==> src/lzwe_pkg.sv <==
// Shared constants, types and state encoding for the LZW byte stream encoder.
package lzwe_pkg;

    localparam int DICT_ENTRIES = 256;

    localparam int CODE_W  = 12;
    localparam int BYTE_W  = 8;
    localparam int KEY_W   = CODE_W + BYTE_W;
    localparam int LIMIT_W = 9;
    localparam int CNT_W   = $clog2(DICT_ENTRIES + 1);
    localparam int LIM_W   = (CNT_W > LIMIT_W) ? CNT_W : LIMIT_W;

    localparam int GROUP_SIZE  = 16;
    localparam int GROUP_LOW_W = 4;
    localparam int NUM_GROUPS  = (DICT_ENTRIES + GROUP_SIZE - 1) / GROUP_SIZE;
    localparam int PAD_W       = NUM_GROUPS * GROUP_SIZE;
    localparam int GRP_W       = (NUM_GROUPS > 1) ? $clog2(NUM_GROUPS) : 1;
    localparam int TREE_IDX_W  = GRP_W + GROUP_LOW_W;

    localparam logic [CODE_W-1:0]  CODE_CLEAR       = 12'd256;
    localparam logic [CODE_W-1:0]  CODE_END         = 12'd257;
    localparam logic [CODE_W-1:0]  CODE_FIRST_ENTRY = 12'd258;
    localparam logic [LIMIT_W-1:0] LIMIT_RESET      = 9'd256;
    localparam logic               MODE_END         = 1'b1;

    typedef enum logic [2:0] {
        ST_IDLE,
        ST_LOOK1,
        ST_LOOK2,
        ST_DECIDE,
        ST_EMIT
    } t_state;

    typedef struct packed {
        logic                  hit;
        logic [TREE_IDX_W-1:0] idx;
    } t_hit;

endpackage

==> src/lzwe_cell.sv <==
// One dictionary cell: holds a (prefix, byte) pair and registers its match against the key.
module lzwe_cell
    import lzwe_pkg::*;
(
    input  logic             i_clk,
    input  logic             i_we,
    input  logic             i_live,
    input  logic [KEY_W-1:0] i_key,
    output logic             o_match
);

    logic [KEY_W-1:0] r_entry;
    logic             r_match;

    always_ff @(posedge i_clk) begin
        if (i_we) begin
            r_entry <= i_key;
        end
        r_match <= i_live && (r_entry == i_key);
    end

    assign o_match = r_match;

endmodule

==> config.mk <==
export PLATFORM = sky130hd
export DESIGN_NAME = lzwe_cell
export DESIGN_NICKNAME = d
export VERILOG_FILES = /design/src/lzwe_pkg.sv /design/src/lzwe_cell.sv
export SDC_FILE = /design/constraint.sdc
export NUM_CORES = 1
export LEC_CHECK = 0
export BUFFER_PORTS_ARGS = -buffer_cell sky130_fd_sc_hd__buf_2
export CAP_MARGIN = 20
export CORE_ASPECT_RATIO = 1.4
export CORE_MARGIN = 4
export CORE_UTILIZATION = 35
export DETAILED_ROUTE_END_ITERATION = 6
export MAX_ROUTING_LAYER = met4
export PLACE_DENSITY_LB_ADDON = 0.12
export SETUP_SLACK_MARGIN = 0.3
export SLEW_MARGIN = 20
export SYNTH_ARGS = -nofsm -noshare
export SYNTH_HDL_FRONTEND = slang
export SYNTH_SLANG_ARGS = --single-unit
export TNS_END_PERCENT = 50
==> constraint.sdc <==
create_clock -name i_clk -period 1.3 [get_ports i_clk]
set_input_delay 0.13 -clock i_clk [delete_from_list [all_inputs] [get_ports i_clk]]
set_output_delay 0.13 -clock i_clk [all_outputs]
set_load 0.005 [all_outputs]
After elaboration in Yosys (flattened, before gate mapping)
Cells that the tools add are included.
- flip-flop bits (word level): 21
- input port bits: 23
- output and inout bits: 1
- word-level logic and storage cells: 4
- equal/unequal tests: 1
- reductions and logical operators: 1
- operator list (cell ; count):
    20-bit == test ; 1
    1-bit logical AND ; 1

Longest topological paths before layout
Gate-level depths: netlist of run 1.
- depth in word-level cells: 2
- gate-level depth with buffers: 4
- depth with buffers taken out: 4

Worst setup path before layout of run 1
Ideal clock, no wire load.
- kind: register to register
- start point: reg r_entry[19]
- end point: reg r_match, in the netlist o_match
- setup time: 0.088 ns
- arrival: 1.064 ns
- data required time: 1.212 ns
- path slack: 0.148 ns
- stages on the path, launching flop included: 5
- path buffers: 0
- period minus slack after synthesis: 1.152 ns
- cell sequence: edfxtp_1 > xor2_1 > nor4_1 > nand4_1 > nor4_2
- longest elaborated chain between the ends: 2
- ends and longest elaborated chain (item ; RTL line ; RTL):
    start: declaration ; lzwe_cell.sv:12 ; logic [KEY_W-1:0] r_entry;
    start signal: assignment ; lzwe_cell.sv:17 ; r_entry <= i_key;
    20-bit == test ; lzwe_cell.sv:19 ; r_match <= i_live && (r_entry == i_key);
    1-bit logical AND ; lzwe_cell.sv:19 ;
    end signal: assignment ; lzwe_cell.sv:19 ;
    end: declaration ; lzwe_cell.sv:13 ; logic r_match;
No other way between the ends.
A chain may end at the register's enable or synchronous reset.

Final worst setup path of run 1
- start point: reg r_entry[9]
- end point: reg r_match, in the netlist o_match
Same word-level chain as after synthesis.

==> impl_results.md, run 1 <==
* Status: finished clean
* Final Hold Viols at 0
* CP max FO at 1
* Detailed-route DRC error count at 0
* RSZ-0062 raised after global routing: yes
* First-pass iteration count of the detailed router at 4
* Syn_nets at 71
* Reg2reg end: o_match
* Most frequent cells in the layout: buf_2, edfxtp_1, xnor2_1
* Post-placement setup slack at 83.0 ps
* Max-Slew Margin vs Limit at 70.2%
* Final core occ at 45.5%
* Max Slew Vio Count at 0
* GRT Overall Usage at 9.21%
* CP Data Required Time at 1520 ps
* Final GP Congestion at between 0.6 and 0.7
* Library cells used by synthesis at 8
* Worst Hold Class: in2reg
* Worst Max-Slew Pin Slew at 447 ps
* Fillers at 208
* Gate Count Post-Synth at 48
* Site row count at 20
* DR vias at 466
* Post-CTS Setup Bufs at 0
* Post-route minimum period at 1220 ps
* Worst R2R Start: r_entry[9]
* Syn-to-layout area delta at 20.0%
* First-pass GRT wire length at 2.23 mm
* Die X at 49.5 µm
* Pleak at ~0.37 nW
* CTS Root Cell: clkbuf_4
* H-Tree Level Count at 1
* Initial antenna violation count at 0
* Max Cap Violations at 0
* Avg Cell Area, Syn at between 15 and 20 µm²
* Final nets at 99
* Area leader, netlist: edfxtp_1
* Total gr overflow at 0
* CTS tree: yes
* Commonest non-fill, non-tap cell in the layout: buf_2
* Starting Density at 37.9%
* Synth Warn # at 0
* Final WS setup at 80.4 ps
* Reg clk slew, reported paths at 110 ps
* Ant. Diodes at 0
* Pwr dens at 1230 nW/µm²
* Boundary Pins at 24
* Main area contributors after synthesis: edfxtp_1, xnor2_1, xor2_1
* Count of final setup violators at 0
* Crit path arrival time at 1440 ps
* CP Capture Type: flop
* CTS Buf Count at 3
* Port bufs at 23
* DIE HEIGHT at 66.1 µm
* Final ANT Viol Nets at 0
* Sink Count at 21
* Min-delay src: i_key[17]
* Hold buffers post-CTS at 0
* Wirelength per Cell at 13.2 µm
* Iteration-0 DRC count of the detailed router at 11
* Max clock buf depth at 2
* Layout cells sized above 1 at 36.0%
* Peak Freq at 0.820 GHz
* Final Skew at 0.637 ps
* Register bit total from synthesis at 21
* Yosys top cell area share at a little under three quarters
* Max VDD drop at 554 µV
* Worst R2R Path Depth at 4
* Worst reg2reg setup slack at 80 ps
* Multi-input gate area at 224 µm²
* Mapped cell area at 845 µm²
* Post-synthesis sequential area ratio at 73.5%
* Largest net degree at the start of global routing at 21
* DIE AREA at roughly 3300 µm²
* Hold Crit Depth at 1
* Core footprint at 2230 µm²
* Vias in the first global route at 516
* Register Area at 621 µm²
* Kind of critical path: reg2reg
* Clock latency on the worst-skew pair at 290 ps
* Final Cycle Share at a little over nine tenths
* Final wirelength at between 1 and 1.5 mm
* Via/cell ratio at roughly 4.8
* CP Launch Type: flop
* WHS Endpoint: r_entry[17]
## stage by stage
step | hold WS [ps] | setup TNS (ps) | total power, mW | std cells | instance area, µm²
floorplan | 229 | 0 | 0.894 | 48 | 845
global placement | 332 | 0 | 0.962 | 93 | 987
detailed placement | 336 | 0 | 0.965 | 93 | 987
CTS | 14.9 | 0 | 1.27 | 97 | 1010
global route | 8.82 | -47.6 | 1.32 | 97 | 1010
finish | 30.8 | 0 | 1.24 | 97 | 1010
## Yosys cell counts
| cell type | number |
|---|---|
| nor4_1 | 2 |
| nand3_1 | 1 |
| dfxtp_1 | 1 |
| xor2_1 | 8 |
| nand4_1 | 3 |
| nor4_2 | 1 |
| edfxtp_1 | 20 |
| xnor2_1 | 12 |
## timing repair
action | in CTS | in global routing
endpoints found under the hold margin | 0 | 0
cloned | 0 | 0
resized for setup | 0 | 0
endpoints found under the setup margin | 1 | 1
pin swaps | 3 | 0
## critical path, stage by stage (launching register included)
cell and delay (ps):
edfxtp_1 400, xor2_1 150, nor4_1 250, nand4_1 130, nor4_2 210
## registers in the layout, summed over array words and instances, names as in the netlist
register / flops
r_entry: 20
o_match: 1
## routing by layer
metal / track usage, % / share of wire [%]
met2: 14.8 / 51
met3: 1.81 / 6.7
met1: 11.3 / 42
met5: - / 0
met4: 4.15 / 0.47
## logic make-up after synthesis
family	after synthesis	share of synthesized area (%)
xor gates and xnor gates	20	20.7
DFF	21	73.5
and+or+nand+nor	7	5.78
## power breakdown
part	switching [mW]	internal, mW
logic	0.0592	0.0692
registers	0.0203	0.797
clock network	0.180	0.119
## worst max-delay path by stage
| stage | start | to | cells after the start |
|---|---|---|---|
| 2_1_floorplan | r_entry[10] | o_match | 4 |
| 3_3_place_gp | r_entry[10] | o_match | 4 |
| 3_5_place_dp | r_entry[10] | o_match | 4 |
| 4_1_cts | r_entry[9] | o_match | 4 |
| 5_1_grt | r_entry[9] | o_match | 4 |
| 6_report | r_entry[9] | o_match | 4 |
## final cells by class
type	count	share of cell area, %
flip-flops and latches	21	61.2
multi-input cells	27	22.1
repair buffers	23	11.4
well taps	22	2.72
clock buffers	4	2.59
(Power assumes the default switching activity.)
==> run 2, diff against run 1 <==
==> constraint.sdc (replaced) <==
create_clock -name i_clk -period 1.2 [get_ports i_clk]
set_input_delay 0.12 -clock i_clk [delete_from_list [all_inputs] [get_ports i_clk]]
set_output_delay 0.12 -clock i_clk [all_outputs]
set_load 0.005 [all_outputs]
==> run 2 against run 1 <==
  * Critical path depth did not move
  * Largest cell class unchanged
  * Fmax about the same
  * Utilization increased by 1.3 points
  * Wire length grew 2.3%
  * Sequential cell count unchanged
  * Global-route usage unchanged
  * Non-clock buffer count grew 3
  * Setup slack got worse by 99 ps
  * First-iteration DRC count is the same
  * Hold slack worse by 11 ps
  * Clock power rose by 8.7%
  * The run now ends with setup timing left
==> impl_results.md, run 2 (synthesis results as in run 1) <==
* Status: finished with violations (was finished clean)
* Failing checks: setup timing
* Final nets at 102 (was 99)
* Placed cells at 93 (unchanged)
* Layout cells sized above 1 at 34.6% (was 36.0%)
* Finished Layout Cells at 100 (was 97)
* First-pass GRT wire length at 2.23 mm (unchanged)
* CTS Buf Count at 3 (unchanged)
* GRT Overall Usage at 9.21% (unchanged)
* Die X at 49.5 µm (unchanged)
* Port bufs at 23 (unchanged)
* Max-Slew Margin vs Limit at 70.1% (was 70.2%)
* Dpl cell area at 987 µm² (unchanged)
* Worst reg2reg setup slack at -20 ps (was 80 ps)
* Final instance area at 1040 µm² (was 1010 µm²)
* DIE HEIGHT at 66.1 µm (unchanged)
* Peak Freq at 0.820 GHz (about the same)
* CP Data Required Time at 1420 ps (was 1520 ps)
* H-Tree Level Count at 1 (unchanged)
* DIE AREA at 3270 µm² (unchanged)
* Detailed-route DRC error count at 0 (unchanged)
* Core footprint at 2230 µm² (unchanged)
* Wirelength per Cell at 13.2 µm (about the same)
* Pwr dens at 1300 nW/µm² (was 1230 nW/µm²)
* Max Slew Vio Count at 0 (unchanged)
* Hold Crit Depth at 1 (unchanged)
* Boundary Pins at 24 (unchanged)
* Max clock buf depth at 2 (unchanged)
* Via/cell ratio at 4.78 (was 4.80)
* Fillers at 205 (was 208)
* RSZ-0062 raised after global routing: yes (unchanged)
* Final ANT Viol Nets at 0 (unchanged)
* Final Cycle Share at 102% (was 93.8%)
* Vias in the first global route at 514 (was 516)
* Starting Density at 37.9% (unchanged)
* First-pass iteration count of the detailed router at 4 (unchanged)
* Final WS setup at -19.0 ps (was 80.4 ps)
* Post-route minimum period at 1220 ps (about the same)
* Kind of critical path: reg2reg (unchanged)
* Max reg flops at 20 (unchanged)
* Sink Count at 21 (unchanged)
* WHS Endpoint: r_entry[17] (unchanged)
* Min-delay src: i_key[17] (unchanged)
* Max VDD drop at 603 µV (was 554 µV)
* CP max FO at 1 (unchanged)
* Worst Hold Class: in2reg (unchanged)
* Iteration-0 DRC count of the detailed router at 11 (unchanged)
* Commonest non-fill, non-tap cell in the layout: buf_2 (unchanged)
* Max Cap Violations at 0 (unchanged)
* CTS tree: yes (unchanged)
* Reg clk slew, reported paths at 110 ps (about the same)
* Final wirelength at 1.32 mm (was 1.29 mm)
* Total gr overflow at 0 (unchanged)
* Site row count at 20 (unchanged)
* Worst R2R Start: r_entry[9] (unchanged)
* Final Hold Viols at 0 (unchanged)
* CP Capture Type: flop (unchanged)
* Pleak at 0.385 nW (was 0.372 nW)
* Final core occ at 46.9% (was 45.5%)
* Most frequent cells in the layout: buf_2, edfxtp_1, xnor2_1 (unchanged)
* DR vias at 478 (was 466)
* Largest net degree at the start of global routing at 21 (unchanged)
* Worst Max-Slew Pin Slew at 449 ps (was 447 ps)
* CP Launch Type: flop (unchanged)
* Most flops, register: r_entry (unchanged)
* Clock latency on the worst-skew pair at 290 ps (about the same)
* Reg2reg end: o_match (unchanged)
* Ant. Diodes at 0 (unchanged)
* Final Skew at 1.03 ps (was 0.637 ps)
* Initial antenna violation count at 0 (unchanged)
* Crit path arrival time at 1440 ps (about the same)
* Worst R2R Path Depth at 4 (unchanged)
* Final GP Congestion at 0.627 (unchanged)
* Count of final setup violators at 1 (was 0)
* CTS Root Cell: clkbuf_4 (unchanged)
* CTS resizes at 0 (unchanged)
* Syn-to-layout area delta at 23.6% (was 20.0%)
run 2: changes by cell type in the layout (fill, tap and decap cells not counted), sizes merged:
cell,delta
dlygate4sd3,+3
run 2: routing by layer:
layer	track usage (%)	wire, µm
met4	4.15	6
met3	1.81	97
met1	11.3	535
met5	-	0
met2	14.8	675
run 2: worst max-delay path: stages (launching register included):
cell and delay, ps:
edfxtp_1 400, xor2_1 150, nor4_1 250, nand4_1 130
nor4_2 210
run 2: metrics by stage:
| step | hold slack, ps | setup slack, ps | setup TNS (ps) | power, mW |
|---|---|---|---|---|
| 3_5_place_dp | 326 | -17.0 | -17.0 | 1.05 |
| 4_1_cts | 4.89 | -41.0 | -41.0 | 1.38 |
| 3_3_place_gp | 322 | -28.0 | -28.0 | 1.04 |
| 5_1_grt | 1.08 | -148 | -148 | 1.44 |
| 6_report | 19.6 | -19.0 | -19.0 | 1.36 |
| 2_1_floorplan | 219 | 71.2 | 0 | 0.969 |
run 2: worst max path at each step:
stage                startpoint      end  slack (ps)
finish               r_entry[9]  o_match         -20
global route         r_entry[9]  o_match        -150
CTS                  r_entry[9]  o_match         -40
detailed placement  r_entry[10]  o_match         -20
global placement    r_entry[10]  o_match         -30
floorplan           r_entry[10]  o_match          70
run 2: report_power, final:
group	total, mW	internal [mW]	leakage [nW]	switching, mW
Clock	0.325	0.129	0.0150	0.196
Combinational	0.147	0.0813	0.166	0.0659
Sequential	0.885	0.863	0.204	0.0220
run 2: repair_timing:
item	4_1_cts	5_1_grt
cloned	0	0
setup buffers	0	0
hold buffers	0	3
endpoints found under the setup margin	1	2
endpoints found under the hold margin	0	3
pin swaps	3	0
run 2: cell type report:
type | instances | area, µm² | share of cell area [%]
multi-input cells | 27 | 224 | 21.5
repair buffers | 26 | 145 | 13.9
clock buffers | 4 | 26.3 | 2.52
well taps | 22 | 27.5 | 2.64
flip-flops and latches | 21 | 621 | 59.5
==> run 3, diff against run 2 <==
==> constraint.sdc (replaced) <==
create_clock -name i_clk -period 1.5 [get_ports i_clk]
set_input_delay 0.15 -clock i_clk [delete_from_list [all_inputs] [get_ports i_clk]]
set_output_delay 0.15 -clock i_clk [all_outputs]
set_load 0.005 [all_outputs]
==> run 3 against run 2 <==
  * The run now ends clean
  * Die area did not move
  * Clock-buffer cell count unchanged
  * Register-to-register slack improved by 290 ps
  * Largest power group unchanged
==> impl_results.md, run 3 (synthesis results as in run 1) <==
* Status: finished clean (was finished with violations)
* Sink Count at 21 (unchanged)
* Dpl hpwl at 1.02 mm
* H-Tree Level Count at 1 (unchanged)
* Most frequent cells in the layout: buf_2, edfxtp_1, xnor2_1 (unchanged)
* GRT Overall Usage at 8.39% (was 9.21%)
* Commonest non-fill, non-tap cell in the layout: buf_2 (unchanged)
* Total gr overflow at 0 (unchanged)
* First-pass iteration count of the detailed router at 2 (was 4)
* Worst Max-Slew Pin Slew at 437 ps (was 449 ps)
* Max Slew Vio Count at 0 (unchanged)
* Final ANT Viol Nets at 0 (unchanged)
* Pwr dens at 1070 nW/µm² (was 1300 nW/µm²)
* Crit path arrival time at 1440 ps (about the same)
* Final wirelength at 1.29 mm (was 1.32 mm)
* Post-route minimum period at 1230 ps (was 1220 ps)
* Initial antenna violation count at 0 (unchanged)
* Worst reg2reg setup slack at 270 ps (was -20 ps)
* Max Cap Violations at 0 (unchanged)
* Via/cell ratio at 4.59 (was 4.78)
* Dpl cell area at 987 µm² (unchanged)
* Final Hold Viols at 0 (unchanged)
* Pleak at 0.372 nW (was 0.385 nW)
* CP Launch Type: flop (unchanged)
* CTS Root Cell: clkbuf_4 (unchanged)
* Kind of critical path: reg2reg (unchanged)
* RSZ-0062 raised after global routing: yes (unchanged)
* Iteration-0 DRC count of the detailed router at 20 (was 11)
* Final Cycle Share at 82.1% (was 102%)
* Port bufs at 23 (unchanged)
* First-pass GRT wire length at 2.01 mm (was 2.23 mm)
* Post-CTS Setup Bufs at 0 (unchanged)
* Ant. Diodes at 0 (unchanged)
* Max reg flops at 20 (unchanged)
* Count of final setup violators at 0 (was 1)
* Setup TNS at 0 ps (was -19.0 ps)
* Max-Slew Margin vs Limit at 70.9% (was 70.1%)
* CTS resizes at 0 (unchanged)
* Site row count at 20 (unchanged)
* CP Capture Type: flop (unchanged)
* Worst Hold Class: in2reg (unchanged)
* Peak Freq at 0.812 GHz (was 0.820 GHz)
* Final GP Congestion at 0.704 (was 0.627)
* CP Launch Point: r_entry[13] (was r_entry[9])
* Core footprint at 2230 µm² (unchanged)
* Vias in the first global route at 447 (was 514)
* CP max FO at 1 (unchanged)
* Worst R2R Path Depth at 4 (unchanged)
* Boundary Pins at 24 (unchanged)
* Worst R2R Start: r_entry[13] (was r_entry[9])
* Syn-to-layout area delta at 20.0% (was 23.6%)
* Critical Path End: o_match (unchanged)
* CTS Buf Count at 3 (unchanged)
* CTS tree: yes (unchanged)
* DIE AREA at 3270 µm² (unchanged)
* Largest net degree at the start of global routing at 21 (unchanged)
* Max VDD drop at 551 µV (was 603 µV)
* DR vias at 445 (was 478)
* Hold buffers post-CTS at 0 (unchanged)
* CP Data Required Time at 1710 ps (was 1420 ps)
* Layout cells sized above 1 at 36.0% (was 34.6%)
* DIE HEIGHT at 66.1 µm (unchanged)
* Reg clk slew, reported paths at 120 ps (was 110 ps)
* Wirelength per Cell at 13.3 µm (was 13.2 µm)
* Reg2reg end: o_match (unchanged)
* Final Skew at 8.72 ps (was 1.03 ps)
* Final nets at 99 (was 102)
* Starting Density at 37.9% (unchanged)
* Most flops, register: r_entry (unchanged)
* Die X at 49.5 µm (unchanged)
* Clock latency on the worst-skew pair at 300 ps (was 290 ps)
* Detailed-route DRC error count at 0 (unchanged)
* Final instance area at 1010 µm² (was 1040 µm²)
* Max clock buf depth at 2 (unchanged)
-- run 3: where the power goes --
| part | leakage, nW | internal, mW | switching, mW |
|---|---|---|---|
| clock network | 0.0150 | 0.103 | 0.163 |
| logic | 0.154 | 0.0600 | 0.0508 |
| registers | 0.204 | 0.691 | 0.0175 |
| total | 0.372 | 0.854 | 0.231 |
-- run 3: cell type report --
cell class,count,area [µm²]
fill,206,1210
sequential,21,621
multi-input combinational,27,224
timing repair buffer,23,115
tap,22,27.5
clock buffer,4,26.3
-- run 3: how the worst min path moves through the flow --
stage	startpoint	endpoint	slack [ps]	cells after the start
finish	i_key[4]	r_entry[4]	50	1
global route	i_key[2]	r_entry[2]	30	1
CTS	i_key[16]	r_entry[16]	40	1
detailed placement	i_key[16]	r_entry[16]	360	1
global placement	i_key[12]	r_entry[12]	360	1
floorplan	i_key[0]	r_entry[0]	250	0
-- run 3: through the flow --
stage / instances / hold slack [ps] / util [%] / worst slack, ps / power, mW
after global placement: 93 / 355 / 44.3 / 298 / 0.834
after global routing: 97 / 32.2 / 45.5 / 149 / 1.14
after detailed placement: 93 / 358 / 44.3 / 201 / 0.836
final: 97 / 45.7 / 45.5 / 268 / 1.09
after CTS: 97 / 44.1 / 45.5 / 254 / 1.09
after floorplan: 48 / 249 / - / 348 / 0.775
-- run 3: critical path: stages (launching register included) --
cell	delay, ps
edfxtp_1	400
xor2_1	150
nor4_1	290
nand4_1	150
nor4_2	150
-- run 3: timing repair --
action                     CTS  global route
pin swaps                    5             1
gates cloned                 0             0
setup endpoints to repair    1             1
-- run 3: per-layer routing --
metal,GRT usage [%],up-vias,routed length (µm)
met4,3.11,0,0
met5,-,-,0
met1,11.5,197,618
met3,2.26,0,110
met2,11.9,17,559
li1,-,231,-
